## config.mk

```make
export PLATFORM = sky130hd
export DESIGN_NAME = voltmeter_lcd_nibble_writer
export DESIGN_NICKNAME = d
export VERILOG_FILES = /design/src/rtl/vlnw_pkg.sv /design/src/rtl/vlnw_front.sv /design/src/rtl/vlnw_job_fifo.sv /design/src/rtl/vlnw_back.sv /design/src/rtl/voltmeter_lcd_nibble_writer.sv
export SDC_FILE = /design/constraint.sdc
export NUM_CORES = 1
export LEC_CHECK = 0
export BUFFER_PORTS_ARGS = -buffer_cell sky130_fd_sc_hd__buf_2
export CAP_MARGIN = 0
export CORE_AREA = 2 2 232 234
export CTS_BUF_LIST = sky130_fd_sc_hd__clkbuf_2
export CTS_CLUSTER_SIZE = 20
export DETAILED_ROUTE_END_ITERATION = 8
export DIE_AREA = 0 0 234 236
export GPL_TIMING_DRIVEN = 0
export SLEW_MARGIN = 20
export SYNTH_ARGS = -nofsm -noshare
export SYNTH_HDL_FRONTEND = slang
export SYNTH_SLANG_ARGS = --single-unit
```

## constraint.sdc

```tcl
create_clock -name clk -period 7 [get_ports clk]
set_input_delay 0.35 -clock clk [delete_from_list [all_inputs] [get_ports clk]]
set_output_delay 0.35 -clock clk [all_outputs]
set_load 0.05 [all_outputs]
```

## src/rtl/vlnw_pkg.sv

```systemverilog
// Shared constants, types and nibble tables for the voltmeter LCD nibble writer.
// No dependencies; every rtl file refers to it by scoped names.
package vlnw_pkg;

  // ADC resolution and derived full-scale code
  localparam int ADC_BITS = 16;
  localparam int SMP_IN_W = 16;
  localparam int REF_W    = 14;
  localparam int PROD_W   = ADC_BITS + REF_W;
  localparam int MV_W     = REF_W;

  localparam logic [SMP_IN_W-1:0] FULL_CODE =
    SMP_IN_W'((32'd1 << ADC_BITS) - 32'd1);
  localparam logic [PROD_W-1:0]   FULL_PROD = PROD_W'(FULL_CODE);
  localparam logic [PROD_W-1:0]   LOW_MASK  = PROD_W'(FULL_CODE);

  localparam logic [REF_W-1:0] REF_RESET = 14'd5000;

  // divide by ten: (v * 52429) >> 19 is exact for v below 43690
  localparam int              DIV10_W  = 16;
  localparam int              DIV10_SH = 19;
  localparam logic [DIV10_W-1:0] DIV10_MUL = 16'd52429;
  localparam int              DMUL_W   = MV_W + DIV10_W;

  // opcodes
  localparam logic OP_INIT   = 1'b0;
  localparam logic OP_SAMPLE = 1'b1;

  // nibble sequencer positions
  localparam int              SEQ_W      = 6;
  localparam logic [SEQ_W-1:0] INIT_LAST  = 6'd15;
  localparam logic [SEQ_W-1:0] CLR_HI_POS = 6'd32;
  localparam logic [SEQ_W-1:0] SMP_LAST   = 6'd33;

  localparam logic [7:0] CHAR_ZERO = 8'h30;

  // one classified job handed from front to back
  typedef struct packed {
    logic       op;
    logic [3:0] d3;
    logic [3:0] d2;
    logic [3:0] d1;
    logic [3:0] d0;
  } job_t;

  // one output word
  typedef struct packed {
    logic [3:0] pins;
    logic       rs;
    logic       last;
  } nib_t;

  // LCD 4-bit init instruction sequence
  function automatic logic [3:0] init_nib(input logic [3:0] idx);
    logic [3:0] n;
    unique case (idx)
      4'd0, 4'd1, 4'd2: n = 4'h3;
      4'd3, 4'd4:       n = 4'h2;
      4'd5, 4'd7:       n = 4'h8;
      4'd9, 4'd15:      n = 4'h1;
      4'd11:            n = 4'h4;
      4'd13:            n = 4'hF;
      default:          n = 4'h0;
    endcase
    return n;
  endfunction

  // "Voltage:X.YYYV  " with digits filled in
  function automatic logic [7:0] text_char(input logic [3:0] pos, input job_t j);
    logic [7:0] c;
    unique case (pos)
      4'd0:    c = 8'h56; // V
      4'd1:    c = 8'h6F; // o
      4'd2:    c = 8'h6C; // l
      4'd3:    c = 8'h74; // t
      4'd4:    c = 8'h61; // a
      4'd5:    c = 8'h67; // g
      4'd6:    c = 8'h65; // e
      4'd7:    c = 8'h3A; // :
      4'd8:    c = CHAR_ZERO | {4'h0, j.d3};
      4'd9:    c = 8'h2E; // .
      4'd10:   c = CHAR_ZERO | {4'h0, j.d2};
      4'd11:   c = CHAR_ZERO | {4'h0, j.d1};
      4'd12:   c = CHAR_ZERO | {4'h0, j.d0};
      4'd13:   c = 8'h56; // V
      default: c = 8'h20; // space
    endcase
    return c;
  endfunction

  // board wiring: bit3->pin1, bit2->pin3, bit1->pin2, bit0->pin0
  function automatic logic [3:0] map_pins(input logic [3:0] n);
    return {n[2], n[1], n[3], n[0]};
  endfunction

endpackage

```

## src/rtl/vlnw_front.sv

```systemverilog
// Front end: accepts words, holds the reference register, scales the sample to
// millivolts and splits it into decimal digits. Uses vlnw_pkg.
module vlnw_front (
  input  logic                            clk,
  input  logic                            rst_n,
  input  logic                            in_push,
  output logic                            in_full,
  input  logic                            in_opcode,
  input  logic [vlnw_pkg::SMP_IN_W-1:0]   in_adc_sample,
  input  logic                            cfg_valid,
  output logic                            cfg_ready,
  input  logic [vlnw_pkg::REF_W-1:0]      cfg_data,
  output logic                            job_valid,
  input  logic                            job_ready,
  output vlnw_pkg::job_t                  job
);

  localparam logic [2:0] S_IDLE = 3'd0;
  localparam logic [2:0] S_MUL  = 3'd1;
  localparam logic [2:0] S_FOLD = 3'd2;
  localparam logic [2:0] S_DIG  = 3'd3;
  localparam logic [2:0] S_HOLD = 3'd4;

  logic [2:0]                    state_r, state_nxt;
  logic [vlnw_pkg::REF_W-1:0]    ref_r, ref_nxt;
  logic                          op_r, op_nxt;
  logic [vlnw_pkg::ADC_BITS-1:0] smp_r, smp_nxt;
  logic [vlnw_pkg::PROD_W-1:0]   rem_r, rem_nxt;
  logic [vlnw_pkg::MV_W-1:0]     q_r, q_nxt;
  logic [vlnw_pkg::MV_W-1:0]     v_r, v_nxt;
  logic [1:0]                    dig_cnt_r, dig_cnt_nxt;
  logic [3:0]                    dig_r [3];
  logic [3:0]                    dig_nxt [3];

  logic                          accept;
  logic [vlnw_pkg::SMP_IN_W-1:0] smp_sat;
  logic [vlnw_pkg::PROD_W-1:0]   fold_hi;
  logic [vlnw_pkg::PROD_W-1:0]   fold_lo;
  logic [vlnw_pkg::DMUL_W-1:0]   dmul;
  logic [vlnw_pkg::MV_W-1:0]     dq;
  logic [vlnw_pkg::MV_W-1:0]     dq10;
  logic [3:0]                    drem;
  logic [vlnw_pkg::MV_W-1:0]     thou;

  assign in_full   = (state_r != S_IDLE);
  assign cfg_ready = 1'b1;
  assign accept    = in_push && !in_full;
  assign job_valid = (state_r == S_HOLD);

  // clamp samples above full scale
  assign smp_sat = (in_adc_sample > vlnw_pkg::FULL_CODE) ? vlnw_pkg::FULL_CODE
                                                           : in_adc_sample;

  // fold step for division by 2^B-1: x = hi*2^B + lo = hi*(2^B-1) + (hi+lo)
  assign fold_hi = rem_r >> vlnw_pkg::ADC_BITS;
  assign fold_lo = rem_r & vlnw_pkg::LOW_MASK;

  // one decimal digit per step
  assign dmul = vlnw_pkg::DMUL_W'(v_r) * vlnw_pkg::DMUL_W'(vlnw_pkg::DIV10_MUL);
  assign dq   = vlnw_pkg::MV_W'(dmul >> vlnw_pkg::DIV10_SH);
  assign dq10 = (dq << 3) + (dq << 1);
  assign drem = 4'(v_r - dq10);
  assign thou = (v_r >= vlnw_pkg::MV_W'(10)) ? (v_r - vlnw_pkg::MV_W'(10)) : v_r;

  assign job.op = op_r;
  assign job.d3 = 4'(thou);
  assign job.d2 = dig_r[2];
  assign job.d1 = dig_r[1];
  assign job.d0 = dig_r[0];

  // sequencing
  always_comb begin
    state_nxt   = state_r;
    ref_nxt     = ref_r;
    op_nxt      = op_r;
    smp_nxt     = smp_r;
    rem_nxt     = rem_r;
    q_nxt       = q_r;
    v_nxt       = v_r;
    dig_cnt_nxt = dig_cnt_r;
    dig_nxt     = dig_r;
    if (cfg_valid) begin
      ref_nxt = cfg_data;
    end
    unique case (state_r)
      S_IDLE: begin
        if (accept) begin
          op_nxt    = in_opcode;
          smp_nxt   = vlnw_pkg::ADC_BITS'(smp_sat);
          state_nxt = (in_opcode == vlnw_pkg::OP_SAMPLE) ? S_MUL : S_HOLD;
        end
      end
      S_MUL: begin
        rem_nxt   = vlnw_pkg::PROD_W'(smp_r) * vlnw_pkg::PROD_W'(ref_r);
        q_nxt     = '0;
        state_nxt = S_FOLD;
      end
      S_FOLD: begin
        if (fold_hi != '0) begin
          q_nxt   = q_r + vlnw_pkg::MV_W'(fold_hi);
          rem_nxt = fold_hi + fold_lo;
        end else begin
          v_nxt       = q_r + vlnw_pkg::MV_W'(rem_r == vlnw_pkg::FULL_PROD);
          dig_cnt_nxt = 2'd0;
          state_nxt   = S_DIG;
        end
      end
      S_DIG: begin
        dig_nxt[dig_cnt_r] = drem;
        v_nxt              = dq;
        dig_cnt_nxt        = dig_cnt_r + 2'd1;
        if (dig_cnt_r == 2'd2) begin
          state_nxt = S_HOLD;
        end
      end
      S_HOLD: begin
        if (job_ready) begin
          state_nxt = S_IDLE;
        end
      end
      default: state_nxt = S_IDLE;
    endcase
  end

  // control state
  always_ff @(posedge clk) begin
    if (!rst_n) begin
      state_r <= S_IDLE;
      ref_r   <= vlnw_pkg::REF_RESET;
    end else begin
      state_r <= state_nxt;
      ref_r   <= ref_nxt;
    end
  end

  // datapath
  always_ff @(posedge clk) begin
    op_r      <= op_nxt;
    smp_r     <= smp_nxt;
    rem_r     <= rem_nxt;
    q_r       <= q_nxt;
    v_r       <= v_nxt;
    dig_cnt_r <= dig_cnt_nxt;
    dig_r     <= dig_nxt;
  end

  // an accepted word always blocks the next cycle
  a_accept_busy: assert property (@(posedge clk) disable iff (!rst_n)
    accept |=> in_full)
    else $error("front accepted a word but stayed open");

  // offered sample digits are decimal
  a_digits_dec: assert property (@(posedge clk) disable iff (!rst_n)
    job_valid && (job.op == vlnw_pkg::OP_SAMPLE) |->
      (job.d0 < 4'd10) && (job.d1 < 4'd10) && (job.d2 < 4'd10) && (job.d3 < 4'd10))
    else $error("non-decimal digit handed to back end");

endmodule

```

## src/rtl/vlnw_job_fifo.sv

```systemverilog
// Two-entry queue of classified jobs between the front and back ends.
// Uses vlnw_pkg for job_t.
module vlnw_job_fifo (
  input  logic           clk,
  input  logic           rst_n,
  input  logic           push,
  output logic           push_ready,
  input  vlnw_pkg::job_t push_data,
  output logic           pop_valid,
  input  logic           pop,
  output vlnw_pkg::job_t pop_data
);

  vlnw_pkg::job_t mem_r [2];
  logic           wptr_r, rptr_r;
  logic [1:0]     cnt_r;
  logic           do_push, do_pop;

  assign push_ready = (cnt_r != 2'd2);
  assign pop_valid  = (cnt_r != 2'd0);
  assign do_push    = push && push_ready;
  assign do_pop     = pop && pop_valid;
  assign pop_data   = mem_r[rptr_r];

  // pointers and fill level
  always_ff @(posedge clk) begin
    if (!rst_n) begin
      wptr_r <= 1'b0;
      rptr_r <= 1'b0;
      cnt_r  <= 2'd0;
    end else begin
      wptr_r <= wptr_r ^ do_push;
      rptr_r <= rptr_r ^ do_pop;
      cnt_r  <= cnt_r + 2'(do_push) - 2'(do_pop);
    end
  end

  // storage
  always_ff @(posedge clk) begin
    if (do_push) begin
      mem_r[wptr_r] <= push_data;
    end
  end

endmodule

```

## src/rtl/vlnw_back.sv

```systemverilog
// Back end: walks each job's nibble run and queues words for the LCD port.
// Uses vlnw_pkg for job/nibble types and the nibble tables.
module vlnw_back (
  input  logic                      clk,
  input  logic                      rst_n,
  input  logic                      job_valid,
  output logic                      job_pop,
  input  vlnw_pkg::job_t            job,
  output logic                      out_empty,
  input  logic                      out_pop,
  output logic [3:0]                out_data_pins,
  output logic                      out_register_select,
  output logic                      out_last_nibble
);

  logic                        active_r;
  logic [vlnw_pkg::SEQ_W-1:0]  idx_r;
  vlnw_pkg::job_t              job_r;
  vlnw_pkg::nib_t              q_r [2];
  logic                        wptr_r, rptr_r;
  logic [1:0]                  cnt_r;

  vlnw_pkg::nib_t              cur;
  logic [3:0]                  nib;
  logic [7:0]                  chr;
  logic                        emit, load, take;

  // nibble for the current position
  always_comb begin
    chr = vlnw_pkg::text_char(idx_r[4:1], job_r);
    nib = 4'h0;
    cur = '0;
    if (job_r.op == vlnw_pkg::OP_INIT) begin
      nib      = vlnw_pkg::init_nib(idx_r[3:0]);
      cur.rs   = 1'b0;
      cur.last = (idx_r == vlnw_pkg::INIT_LAST);
    end else if (idx_r < vlnw_pkg::CLR_HI_POS) begin
      nib      = idx_r[0] ? chr[3:0] : chr[7:4];
      cur.rs   = 1'b1;
      cur.last = 1'b0;
    end else begin
      // clear display instruction
      nib      = (idx_r == vlnw_pkg::SMP_LAST) ? 4'h1 : 4'h0;
      cur.rs   = 1'b0;
      cur.last = (idx_r == vlnw_pkg::SMP_LAST);
    end
    cur.pins = vlnw_pkg::map_pins(nib);
  end

  assign emit    = active_r && (cnt_r != 2'd2);
  assign load    = job_valid && (!active_r || (emit && cur.last));
  assign job_pop = load;
  assign take    = out_pop && !out_empty;

  // sequencer
  always_ff @(posedge clk) begin
    if (!rst_n) begin
      active_r <= 1'b0;
      idx_r    <= '0;
    end else if (load) begin
      active_r <= 1'b1;
      idx_r    <= '0;
    end else if (emit) begin
      active_r <= !cur.last;
      idx_r    <= idx_r + vlnw_pkg::SEQ_W'(1);
    end
  end

  always_ff @(posedge clk) begin
    if (load) begin
      job_r <= job;
    end
  end

  // output queue control
  always_ff @(posedge clk) begin
    if (!rst_n) begin
      wptr_r <= 1'b0;
      rptr_r <= 1'b0;
      cnt_r  <= 2'd0;
    end else begin
      wptr_r <= wptr_r ^ emit;
      rptr_r <= rptr_r ^ take;
      cnt_r  <= cnt_r + 2'(emit) - 2'(take);
    end
  end

  // output queue storage
  always_ff @(posedge clk) begin
    if (emit) begin
      q_r[wptr_r] <= cur;
    end
  end

  assign out_empty           = (cnt_r == 2'd0);
  assign out_data_pins       = q_r[rptr_r].pins;
  assign out_register_select = q_r[rptr_r].rs;
  assign out_last_nibble     = q_r[rptr_r].last;

  // init runs never go past their final nibble
  a_init_len: assert property (@(posedge clk) disable iff (!rst_n)
    !(active_r && (job_r.op == vlnw_pkg::OP_INIT) && (idx_r > vlnw_pkg::INIT_LAST)))
    else $error("init run overran");

  // a run ends only by emitting its last nibble or loading the next job
  a_run_end: assert property (@(posedge clk) disable iff (!rst_n)
    active_r && !emit |=> active_r && $stable(idx_r))
    else $error("sequencer moved without emitting");

endmodule

```

## src/rtl/voltmeter_lcd_nibble_writer.sv

```systemverilog
// Top level of the voltmeter LCD nibble writer: front end, job queue, back end.
// Depends on vlnw_pkg, vlnw_front, vlnw_job_fifo and vlnw_back.
//
//  channel | handshake              | words
//  in_     | in_push / in_full      | opcode, adc_sample
//  out_    | out_pop / out_empty    | data_pins, register_select, last_nibble
//  cfg_    | cfg_valid / cfg_ready  | reference_millivolts (cfg_data)
//
// A sample word yields 34 output words, an init word 16, one per cycle from the
// back-end sequencer when it is not stalled; that sequencer sets the sustained
// rate. The front end takes a sample through multiply, one to three fold steps
// of the divide by full scale, three digit steps and hand-off, an init word
// straight to hand-off, hidden behind the back end by the two-entry job queue.
// Reset is synchronous, active low, with no clearing pass. A stalled out_pop
// holds the output queue and backs up into the sequencer, job queue and in_full.
module voltmeter_lcd_nibble_writer (
  input  logic                          clk,
  input  logic                          rst_n,
  input  logic                          in_push,
  output logic                          in_full,
  input  logic                          in_opcode,
  input  logic [vlnw_pkg::SMP_IN_W-1:0] in_adc_sample,
  output logic                          out_empty,
  input  logic                          out_pop,
  output logic [3:0]                    out_data_pins,
  output logic                          out_register_select,
  output logic                          out_last_nibble,
  input  logic                          cfg_valid,
  output logic                          cfg_ready,
  input  logic [vlnw_pkg::REF_W-1:0]    cfg_data
);

  logic           fj_valid, fj_ready;
  vlnw_pkg::job_t fj_data;
  logic           bj_valid, bj_pop;
  vlnw_pkg::job_t bj_data;

  vlnw_front u_front (
    .clk           (clk),
    .rst_n         (rst_n),
    .in_push       (in_push),
    .in_full       (in_full),
    .in_opcode     (in_opcode),
    .in_adc_sample (in_adc_sample),
    .cfg_valid     (cfg_valid),
    .cfg_ready     (cfg_ready),
    .cfg_data      (cfg_data),
    .job_valid     (fj_valid),
    .job_ready     (fj_ready),
    .job           (fj_data)
  );

  vlnw_job_fifo u_job_fifo (
    .clk        (clk),
    .rst_n      (rst_n),
    .push       (fj_valid),
    .push_ready (fj_ready),
    .push_data  (fj_data),
    .pop_valid  (bj_valid),
    .pop        (bj_pop),
    .pop_data   (bj_data)
  );

  vlnw_back u_back (
    .clk                 (clk),
    .rst_n               (rst_n),
    .job_valid           (bj_valid),
    .job_pop             (bj_pop),
    .job                 (bj_data),
    .out_empty           (out_empty),
    .out_pop             (out_pop),
    .out_data_pins       (out_data_pins),
    .out_register_select (out_register_select),
    .out_last_nibble     (out_last_nibble)
  );

endmodule

```

== Word level (Yosys, flattened, before mapping) ==
Memory sizes are Yosys's and may differ from the RTL's. A register that Yosys moved wholly into a read port is not among the register bits.
Index checks and enable logic that the tools add are counted.

* Flip-flop bits (word level): 121
* RAM bits: 46
* Memory bits (read-only): 64
* Input port bits: 36
* Output and inout port bits: 9
* Word-level logic and storage cells: 137
* Memories kept: 3

* Add/subtract/negate cells: 12
* $mul: 2
* Order comparisons: 5
* Equal/unequal tests: 28
* Muxes and demuxes: 34
* Bitwise gates (word level): 6
* Reduce and logical (&&, ||, !) cells: 28

{| class="wikitable"
|+ Memories
! name !! depth !! bits a word !! rd ports !! clocked after Yosys merged registers in !! wr ports !! line !! RTL
|-
| (no name shown) || 16 || 4 || 1 || 1 || 0 || vlnw_pkg.sv:56 || <nowiki>unique case (idx)</nowiki>
|-
| u_job_fifo.mem_r || 2 || 17 || 1 || 1 || 1 || vlnw_job_fifo.sv:14 || <nowiki>vlnw_pkg::job_t mem_r [2];</nowiki>
|-
| u_back.q_r || 2 || 6 || 1 || 1 || 1 || vlnw_back.sv:19 || <nowiki>vlnw_pkg::nib_t q_r [2];</nowiki>
|}

{| class="wikitable"
|+ Operators with widths
! operator !! number
|-
| $pmux W7 S13 || 1
|-
| $pmux W30 S2 || 1
|-
| $pmux W14 S2 || 2
|-
| $eq A30 B16 Y1 const B || 1
|-
| $mul A14 B16 Y30 const B || 1
|-
| $mul A16 B14 Y30 || 1
|-
| $mux W30 || 1
|-
| $reduce_bool A30 Y1 || 1
|-
| $mux W14 || 2
|-
| $mux W4 || 7
|-
| $eq A4 B4 Y1 const B || 6
|-
| $add A14 B16 Y17 || 1
|-
| $eq A4 B3 Y1 const B || 4
|-
| $gt A16 B16 Y1 const B || 1
|-
| $mux W3 || 5
|-
| $pmux W3 S5 || 1
|-
| $add A14 B1 Y14 || 1
|-
| $add A14 B14 Y14 || 1
|-
| $ge A14 B4 Y1 const B || 1
|-
| $bwmux W12 || 1
|-
| $demux W4 S2 || 1
|-
| $eq A4 B2 Y1 const B || 2
|-
| $logic_and A1 B1 Y1 || 8
|-
| $mux W1 || 8
|-
| other kinds (34) || 56
|}

== Logic depth before layout (Yosys ltp) ==
Gate-level depths: netlist of the first run.

* Word-level depth: 8
* Depth in mapped cells: 23
* Mapped depth without buffers: 23

== Modules after synthesis ==
From an unflattened synthesis of the first run, not the netlist that was laid out.

* Cell total of the unflattened synthesis: 2008
* Area, all modules: 20241.9 um2

{| class="wikitable"
|+ Modules (own cells, without submodules)
! module !! instances !! cells an instance !! area an instance (um2) !! seq. area each (um2)
|-
| vlnw_front || 1 || 1731 || 16585.9 || 3012.9
|-
| vlnw_back || 1 || 195 || 2163.3 || 1191.1
|-
| vlnw_job_fifo || 1 || 82 || 1492.7 || 1121.1
|}

== Worst setup path after synthesis of the first run ==
OpenSTA, ideal clock, no wires.

* Kind: reg-to-reg
* From: register u_front.smp_r[5] (netlist bit)
* To: register u_front.rem_r[20] (netlist bit), data pin
* Setup time: 0.266 ns
* Arrival time: 5.852 ns
* Data required time: 6.734 ns
* Path slack: 0.882 ns
* Cell stages (with the launch flop): 24
* Buffers on the path: 1
* Clock period less this slack: 6.118 ns
* Cells stage by stage: edfxtp_1 -> clkbuf_1 -> and2_1 -> fa_1 -> inv_1 -> fa_1 -> inv_1 -> fa_1 -> inv_1 -> fa_1 -> inv_1 -> fa_1 -> inv_1 -> fa_1 -> inv_1 -> ha_1 -> a211oi_1 -> o211ai_1 -> a32oi_1 -> nor3_2 -> or3_1 -> a21oi_1 -> xor2_1 -> nor2_1

* Cells in the longest elaborated chain, start to end: 2

{| class="wikitable"
|+ Ends and longest elaborated chain
! item !! line !! RTL
|-
| start: declaration || vlnw_front.sv:27 || <nowiki>logic [vlnw_pkg::ADC_BITS-1:0] smp_r, smp_nxt;</nowiki>
|-
| start signal: assignment || vlnw_front.sv:139 || <nowiki>smp_r <= smp_nxt;</nowiki>
|-
| $mul A16 B14 Y30 || vlnw_front.sv:94 || <nowiki>rem_nxt = vlnw_pkg::PROD_W'(smp_r) * vlnw_pkg::PROD_W'(ref_r);</nowiki>
|-
| $pmux W30 S2 || vlnw_front.sv:85 || <nowiki>unique case (state_r)</nowiki>
|-
| end signal: assignment || vlnw_front.sv:140 || <nowiki>rem_r <= rem_nxt;</nowiki>
|-
| end: declaration || vlnw_front.sv:28 || <nowiki>logic [vlnw_pkg::PROD_W-1:0] rem_r, rem_nxt;</nowiki>
|}

No other way between the ends.
A chain may end at the register's enable or synchronous reset.

== Final worst setup path of the first run ==
* From: register u_front.ref_r[7] (netlist bit)
* To: register u_front.rem_r[26] (netlist bit), data pin

* Cells in the longest elaborated chain, start to end: 2

{| class="wikitable"
|+ Ends and longest elaborated chain
! item !! line !! RTL
|-
| start: declaration || vlnw_front.sv:25 || <nowiki>logic [vlnw_pkg::REF_W-1:0] ref_r, ref_nxt;</nowiki>
|-
| start signal: assignment || vlnw_front.sv:129 || <nowiki>ref_r <= vlnw_pkg::REF_RESET;</nowiki>
|-
| start signal: assignment || vlnw_front.sv:132 || <nowiki>ref_r <= ref_nxt;</nowiki>
|-
| $mul A16 B14 Y30 || vlnw_front.sv:94 ||
|-
| $pmux W30 S2 || vlnw_front.sv:85 ||
|}

No other way between the ends.

==> impl_metrics.csv, run 1 <==
group,metric,value,unit
global_route,grt_usage,0.168,
drt,drt-wirelength-per-cell,16.0,µm
yosys,synth_cell_types,74,
yosys,seq_area_frac_synth,0.267,
clocking,ctsHtreeMaxLevel,4,
finish,synthToLayoutAreaGrowth,9.66,%
place,place_congestion,0.892,
drt,wirelength,44.3,mm
global_route,grt_overflow,0,
floorplan,ioPinCount,45,
critical_path,worstPathCellList,"clkbuf_1, clkbuf_2, nand2_1, fa_1, fa_1, inv_1, fa_1, fa_1, fa_1, inv_1, fa_1, inv_1, ha_1, a21o_1, a21o_1, a21oi_1, o21ai_0, o311ai_2, a21oi_1, a31oi_1, nand3_1",
yosys,syn-num-nets,2469,
finish,fillCellCount,5158,
timing,setup-tns-final,0,ps
floorplan,die_h,236,µm
place,portBuffers,42,
timing,period_needed,6650,ps
global_route,grt_max_degree,25,
yosys,ys.flop_type,"edfxtp_1",
place,dp_hpwl,36.3,mm
critical_path,slowest_stage,"fa_1",
timing,fmax,150,MHz
floorplan,die_x,234,µm
drt,drtPass1Iterations,5,
floorplan,rows,85,
timing,slew_headroom,0.410,
finish,nets,2575,
clocking,root_buffer,"clkbuf_2",
timing,slew_viol_final,0,
clocking,clk_pin_slew,370,ps
floorplan,dieArea,55200,µm²
critical_path,crit_required,7710,ps
global_route,antenna_found_initial,2,
yosys,yosysWarnings,0,
yosys,async_reset_ff_frac,0,
timing,worst_pin_slew,876,ps
critical_path,cp-start-kind,"register",
critical_path,cp.arrival,7360,ps
drt,drt_first_iter_violations,745,
clocking,clkLatencyLatePin,920,ps
run_status,status,"finished clean",
clocking,cts_setup_buffers,0,
clocking,cts_buffers,17,
critical_path,cpPeakStageDelay,540,ps
drt,drc_errors,0,
drt,ant_nets,0,
drt,vias,14000,
global_route,grt_pass1_vias,14400,
yosys,avgSynthCellArea,10.1,µm²
yosys,syn-cell-area,19900,µm²
critical_path,path_common_cell,"fa_1",
job,drv_cap,0,
timing,finClkSkew,63.9,ps
clocking,tritoncts,"done",
finish,multi_input_area,13100,µm²
critical_path,end_kind,"register",
finish,regArea,5310,µm²
timing,period_share,0.951,
yosys,synth_top_cell_area_share,0.230,
finish,layout_common_cells,"315 x inv_1, 252 x ha_1, 221 x fa_1",
floorplan,coreArea,53100,µm²
timing,finalSetupViolations,0,
worst_hold_path,hold_class,"in2reg",
timing,rsz0062_at_grt,"no",
timing,hold_viol,0,
yosys,synth-seq-cells,189,
yosys,syn_inst,1960,
finish,drive_gt1_frac,0.0645,
critical_path,crit_path_max_fanout,10,
yosys,synth_area_leaders,"edfxtp_1 23%, fa_1 22%, ha_1 16%",
global_route,grt_pass1_wl,73.6,mm
floorplan,initial_core_util,0.374,
finish,final_common_cell,"inv_1",
drt,vias_per_cell,5.03,
clocking,clock_path_buffers,2,
yosys,synth-edff-count,152,
critical_path,worst-setup-path-type,"reg2reg",
yosys,yosys.area.top_type,"edfxtp_1",
clocking,cts.sinks,189,
-- what timing repair did --
action,4_1_cts,5_1_grt
endpoints found under the setup margin,0,7
hold buffers,47,0
hold endpoints to repair,63,0
gates resized for setup,0,5
-- sequential cells by signal, summed over array words and instances (netlist names), 2 cells and up, named ones only --
signal	flops
u_back.idx_r	6
u_front.v_r	14
u_front.state_r	3
u_back.q_r	12
u_back.job_r	17
u_front.rem_r	30
u_front.dig_cnt_r	2
u_job_fifo.cnt_r	2
u_front.smp_r	16
u_back.cnt_r	2
u_front.ref_r	14
u_front.q_r	14
u_job_fifo.mem_r	34
u_front.job	12
-- cells in the mapped netlist, types with 9 or more instances --
cell type / number
o31ai_1: 9
a211oi_1: 9
mux2_2: 28
o21a_1: 11
fa_1: 221
nand3_1: 28
ha_1: 252
xor2_1: 29
dfxtp_1: 37
o21ai_0: 62
and3_1: 16
clkbuf_1: 57
mux2i_1: 19
nor2_1: 73
a21oi_1: 62
nand4_1: 11
o21bai_1: 9
nand2b_1: 15
inv_1: 315
and2_1: 113
nand2_1: 195
xnor2_1: 49
or3_1: 13
edfxtp_1: 152
nor3_1: 22
nor2b_1: 26
a21o_1: 21
a31oi_1: 13
-- stage by stage --
| stage | utilization | cells | hold slack (ps) | setup slack (ps) | instance area, µm² |
|---|---|---|---|---|---|
| global placement | 0.394 | 2698 | 423 | 181 | 20900 |
| global route | 0.410 | 2777 | 20.6 | 3.11 | 21800 |
| CTS | 0.410 | 2780 | 1.45 | 115 | 21800 |
| finish | 0.410 | 2778 | 105 | 346 | 21800 |
| detailed placement | 0.396 | 2701 | 431 | 146 | 21000 |
| floorplan | - | 1960 | 421 | 882 | 19900 |
-- final timing paths --
| check | from | depth (start not counted) | slack (ps) | to |
|---|---|---|---|---|
| worst max-delay path | u_front.ref_r[7] | 21 | 350 | u_front.rem_r[26] |
| worst min-delay path | in_adc_sample[14] | 2 | 100 | u_front.smp_r[14] |
| worst max register to register | u_front.ref_r[7] | 21 | 350 | u_front.rem_r[26] |
| worst min register to register | u_front.op_r | 0 | 490 | u_job_fifo.mem_r[1][16] |
-- routing by layer --
metal,wire (µm),up-vias,global-route usage
li1,-,6699,-
met1,20200,6985,0.230
met2,21700,247,0.281
met3,1750,43,0.0221
met4,659,0,0.0407
met5,0,-,0
-- cell families (layout without fill, tap and decap cells) --
logic type / Yosys count / count (layout) / synth area share
buf+inv: 379 / 498 / 0.0720
flops: 189 / 189 / 0.267
simple gates: 537 / 537 / 0.134
compound gates: 256 / 256 / 0.0854
xor+xnor: 78 / 78 / 0.0344
mux: 47 / 47 / 0.0255
other cells: 1 / 4 / 0.000189
fa+ha+maj: 473 / 473 / 0.382
-- critical path: cells and delay by family (launching register included) --
| kind | cells | cell delay (ps) |
|---|---|---|
| adder cells (fa/ha/maj) | 7 | 3440 |
| buffers and inverters | 5 | 960 |
| flip-flops | 1 | 380 |
| AND/OR/NAND/NOR | 2 | 230 |
| AO/OA/AOI/OAI | 7 | 1460 |
-- layout make-up --
| class | count | area share |
|---|---|---|
| clock buffer | 17 | 0.00391 |
| timing repair buffer | 92 | 0.0336 |
| inverter | 315 | 0.0543 |
| antenna | 3 | 0.000345 |
| multi-input combinational | 1392 | 0.604 |
| sequential | 189 | 0.244 |
| tap | 696 | 0.0400 |
| buffer | 59 | 0.0106 |
| clock inverter | 15 | 0.00966 |
Power of run 1 is not shown: default switching activity piles up to over one toggle a cycle in this logic, so the estimate is an artifact.
==> run 2, diff against run 1 <==
--- a/config.mk
+++ b/config.mk
@@ -7,12 +7,15 @@
 export LEC_CHECK = 0
 export BUFFER_PORTS_ARGS = -buffer_cell sky130_fd_sc_hd__buf_2
 export CAP_MARGIN = 0
+export CELL_PAD_IN_SITES_DETAIL_PLACEMENT = 1
+export CELL_PAD_IN_SITES_GLOBAL_PLACEMENT = 1
 export CORE_AREA = 2 2 232 234
 export CTS_BUF_LIST = sky130_fd_sc_hd__clkbuf_2
 export CTS_CLUSTER_SIZE = 20
 export DETAILED_ROUTE_END_ITERATION = 8
 export DIE_AREA = 0 0 234 236
 export GPL_TIMING_DRIVEN = 0
+export PLACE_DENSITY_LB_ADDON = 0.1
 export SLEW_MARGIN = 20
 export SYNTH_ARGS = -nofsm -noshare
 export SYNTH_HDL_FRONTEND = slang
==> constraint.sdc (replaced) <==
create_clock -name clk -period 8.55 [get_ports clk]
set_input_delay 0.4275 -clock clk [delete_from_list [all_inputs] [get_ports clk]]
set_output_delay 0.4275 -clock clk [all_outputs]
set_load 0.05 [all_outputs]
==> run 2 against run 1 <==
  * Critical path depth grew 2
  * Global-route usage rose by 3.6 points
  * Critical endpoint is now u_front.rem_r[28]
  * Final area increased by 1.3%
  * Utilization is 0.52 points higher
  * Final cell count increased by 1.0%
  * Sequential share of layout area down 0.31 points
  * Routed wire length is 20% higher
  * Highest routed layer unchanged
  * Via count rose by 2.1%
  * Clock skew is 10 ps higher
  * Register-to-register slack gained 1000 ps
  * Non-clock buffer count increased by 29
  * Hold slack improved by 78 ps
==> impl_metrics.csv, run 2 (synthesis results as in run 1) <==
group,metric,value,unit
timing,rsz0062_at_grt,"no",
floorplan,ioPinCount,45,
global_route,grt_pass1_wl,86.9,mm
timing,period_share,0.839,
global_route,grt_overflow,0,
floorplan,initial_core_util,0.374,
drt,drc_errors,0,
floorplan,rows,85,
critical_path,end_kind,"register",
clocking,ctsHtreeMaxLevel,4,
timing,setup-tns-final,0,ps
critical_path,crit_path_max_fanout,10,
drt,drt-wirelength-per-cell,18.9,µm
clocking,clkLatencyLatePin,1070,ps
job,drv_cap,0,
timing,finalSetupViolations,0,
clocking,tritoncts,"done",
critical_path,worst-setup-path-type,"reg2reg",
global_route,antenna_found_initial,2,
clocking,cts_buffers,17,
critical_path,cp-start-kind,"register",
global_route,grt_usage,0.204,
finish,top_regs,"u_job_fifo.mem_r: 34 flops, u_front.rem_r: 30 flops, u_back.job_r: 17 flops",
place,dp_hpwl,42.5,mm
timing,period_needed,7170,ps
run_status,status,"finished clean",
floorplan,die_x,234,µm
timing,slew_viol_final,0,
drt,wirelength,53.1,mm
drt,vias_per_cell,5.08,
critical_path,cpPeakStageDelay,550,ps
worst_hold_path,hold_class,"in2reg",
floorplan,coreArea,53100,µm²
floorplan,dieArea,55200,µm²
finish,layout_common_cells,"315 x inv_1, 252 x ha_1, 221 x fa_1",
clocking,root_buffer,"clkbuf_2",
finish,drive_gt1_frac,0.0626,
clocking,clock_path_buffers,2,
drt,ant_nets,0,
drt,drtPass1Iterations,5,
finish,final_common_cell,"inv_1",
finish,synthToLayoutAreaGrowth,11.0,%
finish,regMostFlops,"u_job_fifo.mem_r",
global_route,grt_pass1_vias,15900,
finish,largest_reg_flops,34,
timing,finClkSkew,73.9,ps
finish,nets,2604,
critical_path,worstPathCellList,"clkbuf_1, and2_1, fa_1, inv_1, fa_1, inv_1, fa_1, inv_1, fa_1, inv_1, fa_1, inv_1, fa_1, inv_1, ha_1, a211oi_1, o211ai_1, a32oi_1, nor3_2, o21ai_0, nand3_1, o2bb2ai_1, mux2i_1",
critical_path,cp.arrival,8070,ps
drt,vias,14300,
drt,drt_first_iter_violations,515,
place,place_congestion,0.827,
timing,worst_pin_slew,848,ps
critical_path,cp-startpoint,"u_front.smp_r[5]",
clocking,cts.sinks,189,
global_route,grt_max_degree,25,
critical_path,r2r-start,"u_front.smp_r[5]",
floorplan,die_h,236,µm
critical_path,crit_required,9450,ps
timing,slew_headroom,0.435,
critical_path,slowest_stage,"fa_1",
worst_hold_path,holdCritStartpoint,"in_opcode",
timing,hold_viol,0,
clocking,clk_pin_slew,410,ps
place,portBuffers,42,
timing,fmax,139,MHz
-- run 2: cell count changes in the layout (fill, tap and decap cells not counted), moves of 2 or more --
cell	before	now
clkbuf_2	19	17
clkinv_8	4	6
clkbuf_1	50	57
clkinv_4	2	0
inv_12	3	5
dlygate4sd3_1	47	70
-- run 2: routing by layer --
layer	up-vias	share of wire	track usage
li1	6766	-	-
met1	7337	0.46	0.268
met2	111	0.51	0.358
met3	52	0.018	0.0235
met4	0	0.015	0.0445
met5	-	0	0
-- run 2: through the flow --
| stage | setup WS, ps | hold WS [ps] | instances | area (µm²) | utilization |
|---|---|---|---|---|---|
| finish | 1380 | 183 | 2807 | 22000 | 0.415 |
| global route | 1020 | 73.3 | 2807 | 22000 | 0.415 |
| CTS | 1380 | 16.2 | 2804 | 22000 | 0.415 |
| detailed placement | 1470 | 437 | 2702 | 21000 | 0.396 |
| global placement | 1530 | 426 | 2698 | 20900 | 0.394 |
| floorplan | 2430 | 421 | 1960 | 19900 | - |
-- run 2: final timing paths --
| check | slack [ps] | to | cells past startpoint |
|---|---|---|---|
| max | 1380 | u_front.rem_r[28] | 23 |
| min | 180 | u_front.op_r | 2 |
| max reg2reg | 1380 | u_front.rem_r[28] | 23 |
| min reg2reg | 450 | u_job_fifo.mem_r[0][9] | 0 |
-- run 2: worst max-delay path: cells and delay by family (launching register included) --
family | cells | cell delay (ps)
flops | 1 | 540
simple gates | 3 | 570
compound gates | 5 | 1480
buf+inv | 7 | 700
mux | 1 | 210
fa+ha+maj | 7 | 3490
-- run 2: area by class of cell --
class                   instances  area, µm²
multi-input cells            1392      13100
fillers                      5997      31000
flip-flops and latches        189       5310
inverters                     315       1180
diodes                          3       7.51
clock inverters                15        228
repair buffers                116        981
plain buffers                  64        248
clock buffers                  17       85.1
well taps                     696        871
-- run 2: timing repair --
item,in CTS,in global routing
hold buffers,70,0
resized for setup,0,0
setup buffers,0,0
endpoints found under the hold margin,71,0
Power of run 2 is left out for the same reason.
